<file path="config.mk">
export PLATFORM = sky130hd
export DESIGN_NAME = positional_sequence_list_unit
export DESIGN_NICKNAME = d
export VERILOG_FILES = /design/src/hw/rtl/psl_pkg.sv /design/src/hw/rtl/psl_ram.sv /design/src/hw/rtl/psl_ctrl.sv /design/src/hw/rtl/positional_sequence_list_unit.sv
export SDC_FILE = /design/constraint.sdc
export NUM_CORES = 1
export LEC_CHECK = 0
export ABC_AREA = 1
export BUFFER_PORTS_ARGS = -buffer_cell sky130_fd_sc_hd__buf_2
export CORE_MARGIN = 10
export CORE_UTILIZATION = 45
export DETAILED_ROUTE_END_ITERATION = 10
export GPL_TIMING_DRIVEN = 0
export PLACE_DENSITY = 0.66
export SYNTH_ARGS = -nofsm -noshare
export SYNTH_HDL_FRONTEND = slang
export SYNTH_SLANG_ARGS = --single-unit
</file>
<file path="constraint.sdc">
create_clock -name clk -period 5.7 [get_ports clk]
set_clock_uncertainty 0.15 [all_clocks]
set_input_delay 0.855 -clock clk [delete_from_list [all_inputs] [get_ports clk]]
set_output_delay 0.855 -clock clk [all_outputs]
set_load 0.01 [all_outputs]
</file>
<file path="src/hw/rtl/psl_pkg.sv">
`default_nettype none
// ----------------------------------------------------------------------------
// psl_pkg
// shared opcodes, field widths and the result record of the position list
// ----------------------------------------------------------------------------
package psl_pkg;

  localparam int POS_W  = 6;
  localparam int DATA_W = 32;

  typedef enum logic [1:0] {
    OP_INSERT = 2'd0,
    OP_REMOVE = 2'd1,
    OP_LOCATE = 2'd2,
    OP_QUERY  = 2'd3
  } opcode_t;

  typedef struct packed {
    logic                     is_empty;
    logic [POS_W-1:0]         count;
    logic [POS_W-1:0]         found_position;
    logic signed [DATA_W-1:0] element;
    logic                     ok;
  } result_t;

endpackage
`default_nettype wire

</file>
<file path="src/hw/rtl/psl_ram.sv">
`default_nettype none
// ----------------------------------------------------------------------------
// psl_ram
// generic single write port, single read port ram with registered read
// ----------------------------------------------------------------------------
module psl_ram #(
  parameter int WIDTH = 32,
  parameter int DEPTH = 32
) (
  input  wire                                    clk,
  input  wire                                    wr_en,
  input  wire [((DEPTH > 1) ? $clog2(DEPTH) : 1)-1:0] wr_addr,
  input  wire [WIDTH-1:0]                        wr_data,
  input  wire [((DEPTH > 1) ? $clog2(DEPTH) : 1)-1:0] rd_addr,
  output logic [WIDTH-1:0]                       rd_data
);

  logic [WIDTH-1:0] mem [DEPTH];

  always_ff @(posedge clk) begin
    if (wr_en) begin
      mem[wr_addr] <= wr_data;
    end
    rd_data <= mem[rd_addr];
  end

endmodule
`default_nettype wire

</file>
<file path="src/hw/rtl/psl_ctrl.sv">
`default_nettype none
// ----------------------------------------------------------------------------
// psl_ctrl
// sequencer that walks the entry ram one step at a time for insert, remove
// and locate, using one shared read/compare/write path
// ----------------------------------------------------------------------------
module psl_ctrl #(
  parameter int CAPACITY = 32
) (
  input  wire                          clk,
  input  wire                          rst,
  input  wire                          in_valid,
  output logic                         in_ready,
  input  wire psl_pkg::opcode_t        in_opcode,
  input  wire [psl_pkg::POS_W-1:0]     in_position,
  input  wire [psl_pkg::DATA_W-1:0]    in_value,
  output logic                         res_valid,
  input  wire                          res_ready,
  output psl_pkg::result_t             res
);

  import psl_pkg::*;

  localparam int AW = (CAPACITY > 1) ? $clog2(CAPACITY) : 1;
  localparam int CW = $clog2(CAPACITY + 1);
  localparam int PW = ((CW > POS_W) ? CW : POS_W) + 1;
  localparam logic [PW-1:0] CAP = PW'(CAPACITY);

  typedef enum logic [4:0] {
    S_IDLE = 5'b00001,
    S_RD   = 5'b00010,
    S_WR   = 5'b00100,
    S_FIN  = 5'b01000,
    S_DONE = 5'b10000
  } state_t;

  state_t                state;
  opcode_t               op;
  logic [POS_W-1:0]      pos;
  logic [DATA_W-1:0]     value;
  logic [CW-1:0]         k;
  logic [CW-1:0]         count;
  logic [DATA_W-1:0]     element;
  logic [POS_W-1:0]      found;
  logic                  ok;

  logic                  ram_we;
  logic [AW-1:0]         ram_waddr;
  logic [DATA_W-1:0]     ram_wdata;
  logic [AW-1:0]         ram_raddr;
  logic [DATA_W-1:0]     ram_rdata;

  logic [PW-1:0]         in_pos_w;
  logic [PW-1:0]         cnt_w;
  logic [PW-1:0]         k_w;
  logic [PW-1:0]         pos_w;
  logic                  ins_ok;
  logic                  rem_ok;

  assign in_pos_w = PW'(in_position);
  assign cnt_w    = PW'(count);
  assign k_w      = PW'(k);
  assign pos_w    = PW'(pos);
  assign ins_ok   = (in_pos_w != '0) && (cnt_w < CAP) && (in_pos_w <= cnt_w + PW'(1));
  assign rem_ok   = (in_pos_w != '0) && (in_pos_w <= cnt_w);

  psl_ram #(
    .WIDTH (DATA_W),
    .DEPTH (CAPACITY)
  ) u_ram (
    .clk     (clk),
    .wr_en   (ram_we),
    .wr_addr (ram_waddr),
    .wr_data (ram_wdata),
    .rd_addr (ram_raddr),
    .rd_data (ram_rdata)
  );

  // shared read/write addressing
  always_comb begin
    ram_we    = 1'b0;
    ram_waddr = AW'(k);
    ram_wdata = ram_rdata;
    ram_raddr = (op == OP_INSERT) ? AW'(k - CW'(1)) : AW'(k);
    case (state)
      S_WR: begin
        if (op == OP_INSERT) begin
          ram_we    = 1'b1;
          ram_waddr = AW'(k);
        end else if (op == OP_REMOVE && k_w != pos_w - PW'(1)) begin
          ram_we    = 1'b1;
          ram_waddr = AW'(k - CW'(1));
        end
      end
      S_FIN: begin
        if (op == OP_INSERT) begin
          ram_we    = 1'b1;
          ram_waddr = AW'(pos_w - PW'(1));
          ram_wdata = value;
        end
      end
      default: begin
        ram_we = 1'b0;
      end
    endcase
  end

  always_ff @(posedge clk) begin
    if (rst) begin
      state <= S_IDLE;
      count <= '0;
    end else begin
      case (state)
        S_IDLE: begin
          if (in_valid) begin
            op      <= in_opcode;
            pos     <= in_position;
            value   <= in_value;
            element <= '0;
            found   <= '0;
            case (in_opcode)
              OP_INSERT: begin
                ok <= ins_ok;
                k  <= count;
                if (!ins_ok) begin
                  state <= S_DONE;
                end else if (cnt_w >= in_pos_w) begin
                  state <= S_RD;
                end else begin
                  state <= S_FIN;
                end
              end
              OP_REMOVE: begin
                ok    <= rem_ok;
                k     <= CW'(in_pos_w - PW'(1));
                state <= rem_ok ? S_RD : S_DONE;
              end
              OP_LOCATE: begin
                ok    <= 1'b1;
                k     <= '0;
                state <= (count == '0) ? S_DONE : S_RD;
              end
              default: begin
                ok    <= 1'b1;
                state <= S_DONE;
              end
            endcase
          end
        end
        S_RD: begin
          state <= S_WR;
        end
        S_WR: begin
          case (op)
            OP_INSERT: begin
              k     <= k - CW'(1);
              state <= (k_w > pos_w) ? S_RD : S_FIN;
            end
            OP_REMOVE: begin
              if (k_w == pos_w - PW'(1)) begin
                element <= ram_rdata;
              end
              k     <= k + CW'(1);
              state <= (k_w + PW'(1) < cnt_w) ? S_RD : S_FIN;
            end
            default: begin
              if (ram_rdata == value) begin
                found <= POS_W'(k_w + PW'(1));
                state <= S_DONE;
              end else begin
                k     <= k + CW'(1);
                state <= (k_w + PW'(1) < cnt_w) ? S_RD : S_DONE;
              end
            end
          endcase
        end
        S_FIN: begin
          if (op == OP_INSERT) begin
            count <= count + CW'(1);
          end else begin
            count <= count - CW'(1);
          end
          state <= S_DONE;
        end
        S_DONE: begin
          if (res_ready) begin
            state <= S_IDLE;
          end
        end
        default: begin
          state <= S_IDLE;
        end
      endcase
    end
  end

  assign in_ready           = (state == S_IDLE);
  assign res_valid          = (state == S_DONE);
  assign res.ok             = ok;
  assign res.element        = element;
  assign res.found_position = found;
  assign res.count          = POS_W'(count);
  assign res.is_empty       = (count == '0);

endmodule
`default_nettype wire

</file>
<file path="src/hw/rtl/positional_sequence_list_unit.sv">
`default_nettype none
// ----------------------------------------------------------------------------
// positional_sequence_list_unit
// ordered list of signed 32-bit entries with insert, remove, locate and query
// ----------------------------------------------------------------------------
// steps: a query or failed request goes straight to the done state and out;
//   insert walks down from the last entry to the position, remove walks up from
//   it and locate up to a match, over the entry ram's shared read/write path
// throughput: one item at a time; a new item is taken while a result waits
// reset: clears the entry count and the sequencer; entry ram is not cleared
module positional_sequence_list_unit #(
  parameter int CAPACITY = 32
) (
  input  wire         clk,
  input  wire         rst,
  input  wire         s_tvalid,
  output logic        s_tready,
  input  wire [39:0]  s_tdata,   // position[5:0], value[37:6], zero pad
  input  wire [1:0]   s_tuser,   // opcode[1:0]
  output logic        m_tvalid,
  input  wire         m_tready,
  output logic [47:0] m_tdata    // ok[0], element[32:1], found_position[38:33],
                                 // count[44:39], is_empty[45], zero pad
);

  import psl_pkg::*;

  logic    res_valid;
  logic    res_ready;
  result_t res;
  result_t out_res;

  psl_ctrl #(
    .CAPACITY (CAPACITY)
  ) u_ctrl (
    .clk         (clk),
    .rst         (rst),
    .in_valid    (s_tvalid),
    .in_ready    (s_tready),
    .in_opcode   (opcode_t'(s_tuser)),
    .in_position (s_tdata[5:0]),
    .in_value    (s_tdata[37:6]),
    .res_valid   (res_valid),
    .res_ready   (res_ready),
    .res         (res)
  );

  // output register
  assign res_ready = !m_tvalid || m_tready;

  always_ff @(posedge clk) begin
    if (rst) begin
      m_tvalid <= 1'b0;
    end else if (res_ready) begin
      m_tvalid <= res_valid;
    end
  end

  always_ff @(posedge clk) begin
    if (res_ready && res_valid) begin
      out_res <= res;
    end
  end

  assign m_tdata = {2'b00, out_res};

endmodule
`default_nettype wire
</file>
# ---- After elaboration in Yosys (flattened, before gate mapping)
# Memory sizes are Yosys's and may differ from the RTL's. A register that Yosys moved wholly into a read port is not among the register bits.
# Index checks and enable logic that the tools add are counted.
# W data, S select, Z words.
dict set report totals {
  word_cells 109
  latchBits 0
  out_inout_bits 50
  mem_count 1
  mem_bits_ro 0
  ram_bits 1024
  in_bits 46
  ff_bits 143
}
# name words width rd rd_ports_with_merged_regs wr line
set mem_list {}
lappend mem_list {u_ctrl.u_ram.mem 32 32 1 1 1 psl_ram.sv:18} ;# logic [WIDTH-1:0] mem [DEPTH];
dict set report classes {
  n_div 0
  multipliers 0
  add_sub_neg 8
  bitwise 1
  n_mux 41
  n_eq_ne 19
  n_lt_le_gt_ge 6
  n_shift 0
  n_reduce_logical 18
}
# cell count
set ops {}
lappend ops {{$mux W32} 5}
lappend ops {{$pmux W32 S2} 1}
lappend ops {{$mux W5} 11}
lappend ops {{$mux W6} 6}
lappend ops {{$pmux W6 S2} 3}
lappend ops {{$eq A32 B32 Y1} 1}
lappend ops {{$pmux W5 S5} 1}
lappend ops {{$pmux W5 S2} 2}
lappend ops {{$pmux W6 S3} 1}
lappend ops {{$sub A6 B1 Y6 const B} 3}
lappend ops {{$pmux W5 S3} 1}
lappend ops {{$reduce_and A5 Y1} 3}
lappend ops {{$add A6 B1 Y7 const B} 2}
lappend ops {{$add A6 B1 Y6 const B} 2}
lappend ops {{$mux W4} 3}
lappend ops {{$ne A2 B1 Y1 const B} 4}
lappend ops {{$eq A6 B7 Y1} 1}
lappend ops {{$le A6 B7 Y1} 1}
lappend ops {{$lt A7 B6 Y1} 1}
lappend ops {{$ne A6 B7 Y1} 1}
lappend ops {{$reduce_bool A7 Y1} 1}
lappend ops {{$sub A6 B1 Y7 const B} 1}
lappend ops {{$ge A6 B6 Y1} 1}
lappend ops {{$gt A6 B6 Y1} 1}
lappend ops {{24 further kinds} 36}

# ---- Longest topological paths before layout
dict set report logic_depth {
  word_depth 8
  ltp_mapped 18
  ltp_nobuf 18
}

# ---- Modules after synthesis
# A second synthesis with hierarchy kept.
dict set report hier_totals {
  cells_unflattened 4291
  hier_area_um2 49896.6
}
# mod n_inst area_per_inst_um2 cells_each seq_area_each_um2
set modules_own_cells {}
lappend modules_own_cells {psl_ram 1 42405.7 3536 31390.1}
lappend modules_own_cells {psl_ctrl 1 6043.3 700 2772.7}
lappend modules_own_cells {positional_sequence_list_unit 1 1447.6 55 1401.3}

# ---- Worst setup path before layout
# No wires, ideal clock.
dict set report synth_timing {
  kind {flip-flop to flip-flop}
  startpoint {reg u_ctrl.k[0]}
  endpoint {mem u_ctrl.u_ram.mem[0][0], enable pin}
  synth_period_minus_slack_ps 3854
  setup_time_ps 421
  arrival_time_ps 3283
  t_required_ps 5129
  setup_slack_ps 1846
  path_stages_with_launch 16
  path_buffers 0
  cell_sequence {edfxtp_1 -> inv_1 -> ha_1 -> inv_1 -> nand3_1 -> nor2_1 -> nand2_1 -> nor2_2 -> nand2_4 -> nand2_4 -> nand2_1 -> nand3_1 -> nand2_1 -> nor2_1 -> nand2_1 -> nor2_1}
}
dict set report synth_between {
  elab_chain_len 7
  word_cells_on_any_way 12
  classes_between {add/sub (1); eq/ne (1); mux (9); reduce/logical (1)}
}
# item line
set synth_rtl {}
lappend synth_rtl {{from (decl)} psl_ctrl.sv:41} ;# logic [CW-1:0] k;
lappend synth_rtl {{from (signal assigned)} psl_ctrl.sv:124} ;# k <= count;
lappend synth_rtl {{from (signal assigned)} psl_ctrl.sv:135} ;# k <= CW'(in_pos_w - PW'(1));
lappend synth_rtl {{from (signal assigned)} psl_ctrl.sv:156} ;# k <= k - CW'(1);
lappend synth_rtl {{$ne A6 B7 Y1} psl_ctrl.sv:90} ;# end else if (op == OP_REMOVE && k_w != pos_w - PW'(1)) begin
lappend synth_rtl {{$logic_and A1 B1 Y1} psl_ctrl.sv:90}
lappend synth_rtl {{$mux W1} psl_ctrl.sv:90}
lappend synth_rtl {{$mux W1} psl_ctrl.sv:87} ;# if (op == OP_INSERT) begin
lappend synth_rtl {{$pmux W1 S2} psl_ctrl.sv:85} ;# case (state)
lappend synth_rtl {{$mux W1} psl_ram.sv:21} ;# if (wr_en) begin
lappend synth_rtl {{$mux W1 (implied by the code)} psl_ram.sv:22} ;# mem[wr_addr] <= wr_data;
lappend synth_rtl {{to (decl)} psl_ram.sv:18}
# Parallel ways exist; a longest one is shown, timed or not.

# ---- Worst setup path after layout
dict set report layout_timing {
  startpoint {reg u_ctrl.op[1]}
  endpoint {reg u_ctrl.u_ram.rd_data[28], read port of u_ctrl.u_ram.mem}
}
dict set report layout_between {
  elab_chain_len 2
}
# item line
set layout_rtl {}
lappend layout_rtl {{from (decl)} psl_ctrl.sv:38} ;# opcode_t op;
lappend layout_rtl {{from (signal assigned)} psl_ctrl.sv:116} ;# op <= in_opcode;
lappend layout_rtl {{$logic_not A2 Y1} psl_ctrl.sv:84} ;# ram_raddr = (op == OP_INSERT) ? AW'(k - CW'(1)) : AW'(k);
lappend layout_rtl {{$mux W5} psl_ctrl.sv:84}
lappend layout_rtl {{to (decl)} psl_ram.sv:15} ;# output logic [WIDTH-1:0] rd_data
# No other way between the ends.
# A chain may end at the register's enable or synchronous reset.

==> flow_summary.toml <==
[finish]
layout-drive-gt1-share = 0.105
fin_nets = 4504
mostFrequentLayoutCells = "nand2_1, edfxtp_1, nand3_1"
fillers = 8915
stdcell_count = 5921
final_common_cell = "nand2_1"
synthToLayoutAreaGrowth_pct = 15.7
utilization = 0.527

[grt]
grt_pass1_wl_mm = 227
track_usage = 0.257
grt_start_max_net_pins = 34
antenna_found_initial = 10
grt-ovfl-total = 0
grt_pass1_vias = 32400

[logic_synthesis]
yosysUniqueCellTypes = 42
synth_compound_area_frac = 0.0427
syn_avg_cell_area_um2 = 11.8
synth_top_family_by_area = "simple AND/OR/NAND/NOR gates"
async_flop_share = 0
synth_fa_ha_area_frac = 0.0106
synth_seq_cells = 1199
synthCells = 4139
synth_ff_type = "edfxtp_1"
synth_top_area_share = 0.708
syn_area_um2 = 49000
synthXorXnorAreaFrac = 0.00572
yosys_warnings = 0
yosysSeqAreaShare = 0.726
synthMuxAreaShare = 0
synth-simple-area-share = 0.185
yosys-top-cells-area = "edfxtp_1, nand2_1, nand3_1, o21ai_0, dfxtp_1"
yosysTopAreaCell = "edfxtp_1"
synth_enable_flop_cells = 1155

[clocking]
clk_latency_ns = 0.72
clk_pin_slew_worst_paths_ns = 0.06
h-tree-depth = 3
clk_root_buffer_cell = "clkbuf_16"
cts_tree = "yes"
clockBufferDepth = 3
post-cts-setup-buffers = 0
clock-sinks = 1199
cts_buffers = 119
cts_hold_buf = 0
ctsResizeCount = 0

[floorplan]
core_um2 = 108000
num_io_pins = 96
dieArea_um2 = 122000
num_rows = 120
start_util = 0.456
die_x_um = 350
fp.dieH_um = 350

[setup_path]
timing.rr.start = "u_ctrl.op[1]$_DFFE_PP_"
crit_fanout = 15
worst-path-buf-inv = 5
crit_required_ns = 6.16
cpPeakStageDelay_ns = 0.94
arrival_ns = 5.52
path_depth = 13
r2r_cells = 13
crit_family = "buffers and inverters"
slowest_stage = "clkbuf_1"
crit-reg2reg-capture = "u_ctrl.u_ram.rd_data[28]$_DFF_P_"
endpoint_kind = "register"
regToRegSetupSlack_ns = 0.64
startpoint_type = "register"
path_class = "register to register"
cp_cell_sequence = "nor2_4, inv_1, buf_2, ha_1, buf_2, clkbuf_1, clkbuf_1, nand2_1, a31oi_1, o21ai_0, nand3_1, nand3_1, nand2_1"

[power_and_ir_drop]
ir_drop_uv = 269
p_per_area_nw_per_um2 = 459
power_leakage_uw = 0.0202

[timing]
hold_viol = 0
hold_ws_ns = 0.158
period_needed_ns = 5.06
max_freq_ghz = 0.198
period_share = 0.887
drv_slew = 0
rsz0062_at_grt = "no"
worstMarginPinSlew_ns = 1.34
max_slew_margin = 0.104
setup_viol = 0

[drt]
drt-total-wl_mm = 162
via_per_inst = 5.91
first_pass_iters = 6
wl_per_cell_um = 27.3
num_vias = 35000
drc = 0
drtIter0Drc = 5490
antenna_left = 0

[run]
maxCapViolations = 0

[hold_path]
hold_end = "u_ctrl.value[18]$_DFFE_PP_"
min_path_cells = 1
min-delay-start = "s_tdata[24]"
min_path_type = "primary input to register"

[placed_design]
dp_hpwl_mm = 114
portBuffers = 91
dpl.cell_count = 5699
gp_congestion = 0.948

[outcome]
status = "complete, no violations"
## how the worst max path moves through the flow
stage / endpoint / startpoint / slack, ns
2_1_floorplan: u_ctrl.u_ram.mem[0][0]$_DFFE_PP_ / u_ctrl.k[0]$_DFFE_PP_ / 1.85
3_3_place_gp: u_ctrl.u_ram.mem[10][9]$_DFFE_PP_ / u_ctrl.state[4]$_SDFFE_PP0P_ / -0.70
3_5_place_dp: u_ctrl.u_ram.rd_data[28]$_DFF_P_ / u_ctrl.op[1]$_DFFE_PP_ / 1.05
4_1_cts: u_ctrl.u_ram.rd_data[28]$_DFF_P_ / u_ctrl.op[1]$_DFFE_PP_ / 1.00
5_1_grt: u_ctrl.u_ram.rd_data[27]$_DFF_P_ / u_ctrl.op[1]$_DFFE_PP_ / 0.75
6_report: u_ctrl.u_ram.rd_data[28]$_DFF_P_ / u_ctrl.op[1]$_DFFE_PP_ / 0.64
## worst register-to-register path: stages (launching register included)
cell and delay (ns):
edfxtp_1 0.52, nor2_4 0.29, inv_1 0.13, buf_2 0.25, ha_1 0.31, buf_2 0.35, clkbuf_1 0.94, clkbuf_1 0.96
nand2_1 0.14, a31oi_1 0.20, o21ai_0 0.28, nand3_1 0.17, nand3_1 0.08, nand2_1 0.20
## report_power, final
part,internal [uW],switching (uW)
Sequential,11100,149
Clock,4220,3340
Combinational,1650,5550
## metrics by stage
step	cell area (um2)	setup WS (ns)	setup TNS, ns	total power, uW
CTS	56600	1.00	0	25700
global placement	51200	-0.699	-342.39	17800
floorplan	49000	1.85	0	14800
detailed placement	52900	1.05	0	18300
global route	56600	0.750	0	26600
finish	56600	0.642	0	26000
## layer usage
metal,vias up,track usage,part of all wire
met1,16900,0.338,0.37
met3,380,0.0789,0.14
met5,-,0,0.00022
li1,15300,-,-
met2,2361,0.403,0.45
met4,6,0.0876,0.036
## Yosys cell counts, types with 2 or more instances
| library cell | count |
|---|---|
| nand2_2 | 9 |
| o21ai_1 | 2 |
| nor2_1 | 114 |
| nand3_1 | 503 |
| buf_2 | 51 |
| nor2_2 | 6 |
| a31oi_1 | 130 |
| nor3_1 | 5 |
| xor2_1 | 20 |
| buf_4 | 3 |
| o211ai_1 | 4 |
| inv_2 | 7 |
| edfxtp_1 | 1155 |
| a21oi_1 | 29 |
| dfxtp_1 | 44 |
| ha_1 | 40 |
| clkbuf_1 | 176 |
| o21ai_0 | 196 |
| o22ai_1 | 9 |
| inv_1 | 105 |
| buf_1 | 22 |
| nand4_1 | 139 |
| xnor2_1 | 12 |
| nand2_4 | 2 |
| nand2_1 | 1339 |
## area by class of cell
type,instances,area [um2],area share
Clock inverter,75,589,0.0104
Sequential cell,1199,35600,0.628
Multi-Input combinational cell,2576,12500,0.220
Inverter,112,420,0.00742
Clock buffer,146,3110,0.0549
Buffer,253,1030,0.0182
Antenna cell,1,2.50,0.0000442
Tap cell,1403,1760,0.0310
Timing Repair Buffer,156,1720,0.0304
## flip-flops by register name, indices dropped and copies added (netlist names)
register              flops
m_tdata                  46
m_tvalid                  1
u_ctrl.count              6
u_ctrl.element           32
u_ctrl.found              6
u_ctrl.k                  6
u_ctrl.ok                 1
u_ctrl.op                 2
u_ctrl.pos                6
u_ctrl.state              5
u_ctrl.u_ram.mem       1024
u_ctrl.u_ram.rd_data     32
u_ctrl.value             32
## cells by family after synthesis
logic type,after synthesis
xor+xnor,32
flops,1199
simple gates,2125
compound gates,376
fa+ha+maj,41
other cells,1
buf+inv,365
Note: power is estimated with default switching activity, not from simulation.
